`src/rtl/reverse_pair_counter_defines.svh`:
```
// assertion macros shared by the reverse pair counter rtl
// no dependencies; included inside module bodies after the package import
`ifndef REVERSE_PAIR_COUNTER_DEFINES_SVH
`define REVERSE_PAIR_COUNTER_DEFINES_SVH

// antecedent holds in a cycle, consequent holds in the same cycle
`define RPC_ASSERT_SAME(name, clk, rstn, ante, cons) \
  name: assert property (@(posedge clk) disable iff (!rstn) (ante) |-> (cons)) \
    else $error("rpc assertion failed");

// antecedent holds in a cycle, consequent holds in the next cycle
`define RPC_ASSERT_NEXT(name, clk, rstn, ante, cons) \
  name: assert property (@(posedge clk) disable iff (!rstn) (ante) |=> (cons)) \
    else $error("rpc assertion failed");

`endif

```
`src/rtl/rpc_pkg.sv`:
```
// shared constants and controller/datapath command and status types
// no dependencies
`timescale 1ns / 1ps

package rpc_pkg;

  localparam int MAX_ITEMS = 256;
  localparam int ADDR_W    = $clog2(MAX_ITEMS);
  localparam int FILL_W    = $clog2(MAX_ITEMS + 1);
  localparam int VALUE_W   = 32;
  localparam int WIDE_W    = VALUE_W + 2;
  localparam int COUNT_W   = 15;
  localparam logic [COUNT_W-1:0] COUNT_MAX = {COUNT_W{1'b1}};

  // commands from the controller to the datapath
  typedef struct packed {
    logic load;   // capture the accepted item
    logic scan;   // step the compare scan over stored values
    logic store;  // append the held value to the memory
    logic emit;   // move the result to the output register, clear sequence
  } rpc_cmd_t;

  // status from the datapath to the controller
  typedef struct packed {
    logic full;       // memory holds MAX_ITEMS values
    logic scan_done;  // every stored value has been compared
    logic last;       // held item closes the sequence
    logic out_free;   // output register can take a result this cycle
  } rpc_status_t;

endpackage

```
`src/rtl/rpc_ctrl.sv`:
```
// controller: sequences accept, compare scan, store and result hand-off
// depends on rpc_pkg
`timescale 1ns / 1ps

module rpc_ctrl (
  input  logic                 clk,
  input  logic                 rst_n,
  input  logic                 in_valid,
  input  logic                 in_last,
  output logic                 in_ready,
  input  rpc_pkg::rpc_status_t status,
  output rpc_pkg::rpc_cmd_t    cmd
);
  import rpc_pkg::*;

  typedef enum logic [1:0] {
    ST_IDLE,
    ST_SCAN,
    ST_EMIT
  } state_t;

  state_t state_r;
  state_t state_nxt;
  logic   accept;

  assign in_ready = (state_r == ST_IDLE);
  assign accept   = in_valid && in_ready;

  always_comb begin
    cmd       = '0;
    state_nxt = state_r;
    unique case (state_r)
      ST_IDLE: begin
        if (accept) begin
          cmd.load = 1'b1;
          if (status.full) begin
            // item past the limit: no scan and no store, only the overflow flag is set
            state_nxt = in_last ? ST_EMIT : ST_IDLE;
          end else begin
            state_nxt = ST_SCAN;
          end
        end
      end
      ST_SCAN: begin
        cmd.scan = 1'b1;
        if (status.scan_done) begin
          cmd.store = 1'b1;
          state_nxt = status.last ? ST_EMIT : ST_IDLE;
        end
      end
      ST_EMIT: begin
        if (status.out_free) begin
          cmd.emit  = 1'b1;
          state_nxt = ST_IDLE;
        end
      end
      default: state_nxt = ST_IDLE;
    endcase
  end

  always_ff @(posedge clk) begin
    if (!rst_n) begin
      state_r <= ST_IDLE;
    end else begin
      state_r <= state_nxt;
    end
  end

endmodule

```
`config.mk`:
```
export PLATFORM = sky130hd
export DESIGN_NAME = rpc_ctrl
export DESIGN_NICKNAME = d
export VERILOG_FILES = /design/src/rtl/reverse_pair_counter_defines.svh /design/src/rtl/rpc_pkg.sv /design/src/rtl/rpc_ctrl.sv
export SDC_FILE = /design/constraint.sdc
export NUM_CORES = 1
export LEC_CHECK = 0
export BUFFER_PORTS_ARGS = -buffer_cell sky130_fd_sc_hd__buf_2
export CELL_PAD_IN_SITES_DETAIL_PLACEMENT = 2
export CELL_PAD_IN_SITES_GLOBAL_PLACEMENT = 2
export CORE_AREA = 2 2 39 41
export CTS_CLUSTER_DIAMETER = 50
export DETAILED_ROUTE_END_ITERATION = 16
export DIE_AREA = 0 0 41 43
export GPL_ROUTABILITY_DRIVEN = 0
export PLACE_DENSITY = 0.54
export SLEW_MARGIN = 0
export SYNTH_ARGS = -nofsm -noshare
export SYNTH_HDL_FRONTEND = slang
export SYNTH_SLANG_ARGS = --single-unit
```
`constraint.sdc`:
```
create_clock -name clk -period 2.1 [get_ports clk]
set_input_delay 0.105 -clock clk [delete_from_list [all_inputs] [get_ports clk]]
set_output_delay 0.105 -clock clk [all_outputs]
set_load 0.005 [all_outputs]
```
==> out/qor.yml <==
power_and_ir_drop:
  p_leak_nw: 0.109
  p_clk_share_pct: 54.0
  power_density_nw_per_um2: 666
  total_power_w: 0.000153
  p_comb_share_pct: 17.3
  power.internal_w: 0.000118
  p_sw_share_pct: 22.8
  seqPwrFrac_pct: 28.7
  ir_worst_vdd_v: 0.000223
  p_switching_w: 0.0000350
drt:
  wl_per_cell_um: 10.4
  num_vias: 179
  routed_wirelength_um: 489
  dr.max_layer_used: "met3"
  dr.pass1.iters: 1
  drc: 0
  ant_nets: 0
  route.met3.wl_um: 56
  met1_length_um: 216
  drtIter0Drc: 0
  wl_met2_um: 216
  vias_per_cell: 3.81
synthesis:
  netlist_area_um2: 128
  syn_inst: 16
  yosysWarnings: 0
  synth_top_cell_by_area: "dfxtp_1"
  ys_types: 11
  synth_seq_cells: 2
  avgSynthCellArea_um2: 7.98
  syn_nets: 24
  seq_area_frac_synth_pct: 31.4
  synth_area_leaders: "dfxtp_1 (31%), nor3b_1 (12%), nor2b_4 (11%), and2_1 (9.8%), nor2_1 (8.8%)"
  netlist.area_leader.share_pct: 31.4
floorplanning:
  core_um2: 1380
  die_area_um2: 1760
  die_w_um: 41
  rows: 14
  start_util_pct: 9.22
  num_io_pins: 13
  die_h_um: 43
critical_path:
  cp-end-kind: "output port"
  slowest_stage: "dfxtp_1"
  r2r_start: "state_r[1]$_SDFFE_PN0P_"
  crit_fanout: 6
  cp.arrival_ns: 1.07
  critPathTopFamily: "flip-flops"
  crit_chain: "nor2b_4 -> and2_1 -> buf_2"
  worst-r2r-setup-slack_ns: 1.18
  crit_start: "state_r[0]$_SDFFE_PN0P_"
  cp-start-kind: "register"
  slowest_delay_ns: 0.41
  path_buf_inv: 1
  path_class: "register to output port"
  worstPathRequired_ns: 2.00
place:
  io_buffer_count: 12
  place_hpwl_um: 415
  postPlaceCellArea_um2: 208
timing:
  drv_slew: 0
  fin_skew_ns: 0.000541
  grt_setup_unrepaired: "no"
  period_minus_slack_ns: 1.17
  fmax_mhz: 852
  max_slew_margin_pct: 84.4
  finalCritPeriodShare_pct: 55.9
  finalSetupViolCount: 0
  final-hold-violation-count: 0
  worst_pin_slew_ns: 0.233
  whs_ns: 0.157
  finalSetupTns_ns: 0
global_routing:
  first_global_vias: 211
  grt_max_degree: 7
  antenna_found_initial: 0
  grt_overflow: 0
  grt_first_pass_wirelength_um: 855
  grt_usage_pct: 7.61
layout:
  n_fill_cell: 169
  fin_area_um2: 230
  area_delta_synth_final_pct: 80.4
  nets: 41
  top_regs: "state_r x2"
  largest_register_ffs: 2
  top_register: "state_r"
  final_util_pct: 16.6
  antenna_cells: 0
  drive_gt1_share_pct: 51.6
clock_network:
  clk_pin_slew_worst_paths_ns: 0.03
  htreeDepth: 1
  cts_tree: "yes"
  cts.sinks: 2
  cts.repair.resized: 0
  post-cts-setup-buffers: 0
  cts_root_buffer: "clkbuf_4"
  clk_latency_ns: 0.22
  numCtsBuffers: 3
  clockBufferDepth: 2
  hold_buffers: 0
min_path:
  hold_start: "rst_n"
  hp-class: "primary input to register"
outcome:
  status: "completed"
flow_run:
  cap_violations: 0
[cells by family (layout without fill, tap and decap cells)]
family	Yosys count	count (layout)	synth area share (%)
buffers and inverters	0	15	0
AO/OA/AOI/OAI	3	3	14.7
AND/OR/NAND/NOR	11	11	53.9
flip-flops	2	2	31.4
[metal layers]
metal	vias up	GRT usage (%)
met1	81	8.60
li1	88	-
met2	10	9.69
met5	-	0
met4	0	8.00
met3	0	3.14
[worst paths after layout]
kind | endpoint | cells past startpoint
worst max-delay path | cmd[1] | 3
worst max register to register | state_r[1]$_SDFFE_PN0P_ | 3
worst min-delay path | state_r[1]$_SDFFE_PN0P_ | 2
worst min register to register | state_r[0]$_SDFFE_PN0P_ | 1
[power groups by stage]
| stage | clock network, W | logic [W] | registers, W |
|---|---|---|---|
| 2_1_floorplan | 0 | 0.0000115 | 0.0000434 |
| 3_3_place_gp | 0 | 0.0000258 | 0.0000442 |
| 3_5_place_dp | 0 | 0.0000273 | 0.0000445 |
| 4_1_cts | 0.0000875 | 0.0000274 | 0.0000441 |
| 5_1_grt | 0.0000942 | 0.0000301 | 0.0000448 |
| 6_report | 0.0000828 | 0.0000265 | 0.0000440 |
[worst reg2reg max path, cell delays in order (launching register included)]
cell and delay (ns):
dfxtp_1 0.36, nor2_1 0.20, nand4_1 0.13, a21boi_1 0.15
[layout by cell type, fill, tap and decap left out]
| cell type | instances |
|---|---|
| nor2_1 | 3 |
| nor3b_1 | 2 |
| a21boi_1 | 1 |
| nor2b_1 | 1 |
| and2_1 | 2 |
| nor2b_4 | 1 |
| clkbuf_4 | 3 |
| buf_2 | 12 |
| nand4_1 | 1 |
| nand2_1 | 1 |
| a21oi_1 | 1 |
| a31oi_1 | 1 |
| dfxtp_1 | 2 |
[final cells by class]
cell class	count	area, um^2	share of cell area, %
well taps	16	20.0	8.70
clock buffers	3	22.5	9.78
repair buffers	12	60.1	26.1
flip-flops and latches	2	40.0	17.4
multi-input cells	14	87.6	38.0
[synth_stat cells]
master	number
dfxtp_1	2
and2_1	2
nand2_1	1
nor3b_1	2
a21oi_1	1
a21boi_1	1
nor2b_4	1
a31oi_1	1
nor2_1	3
nand4_1	1
nor2b_1	1
[metrics by stage]
stage          instances  setup slack, ns
5_1_grt               47            0.828
2_1_floorplan         16             1.30
4_1_cts               47            0.899
3_3_place_gp          44             1.21
3_5_place_dp          44             1.14
6_report              47            0.926
Power figures use the tool's default switching activity.
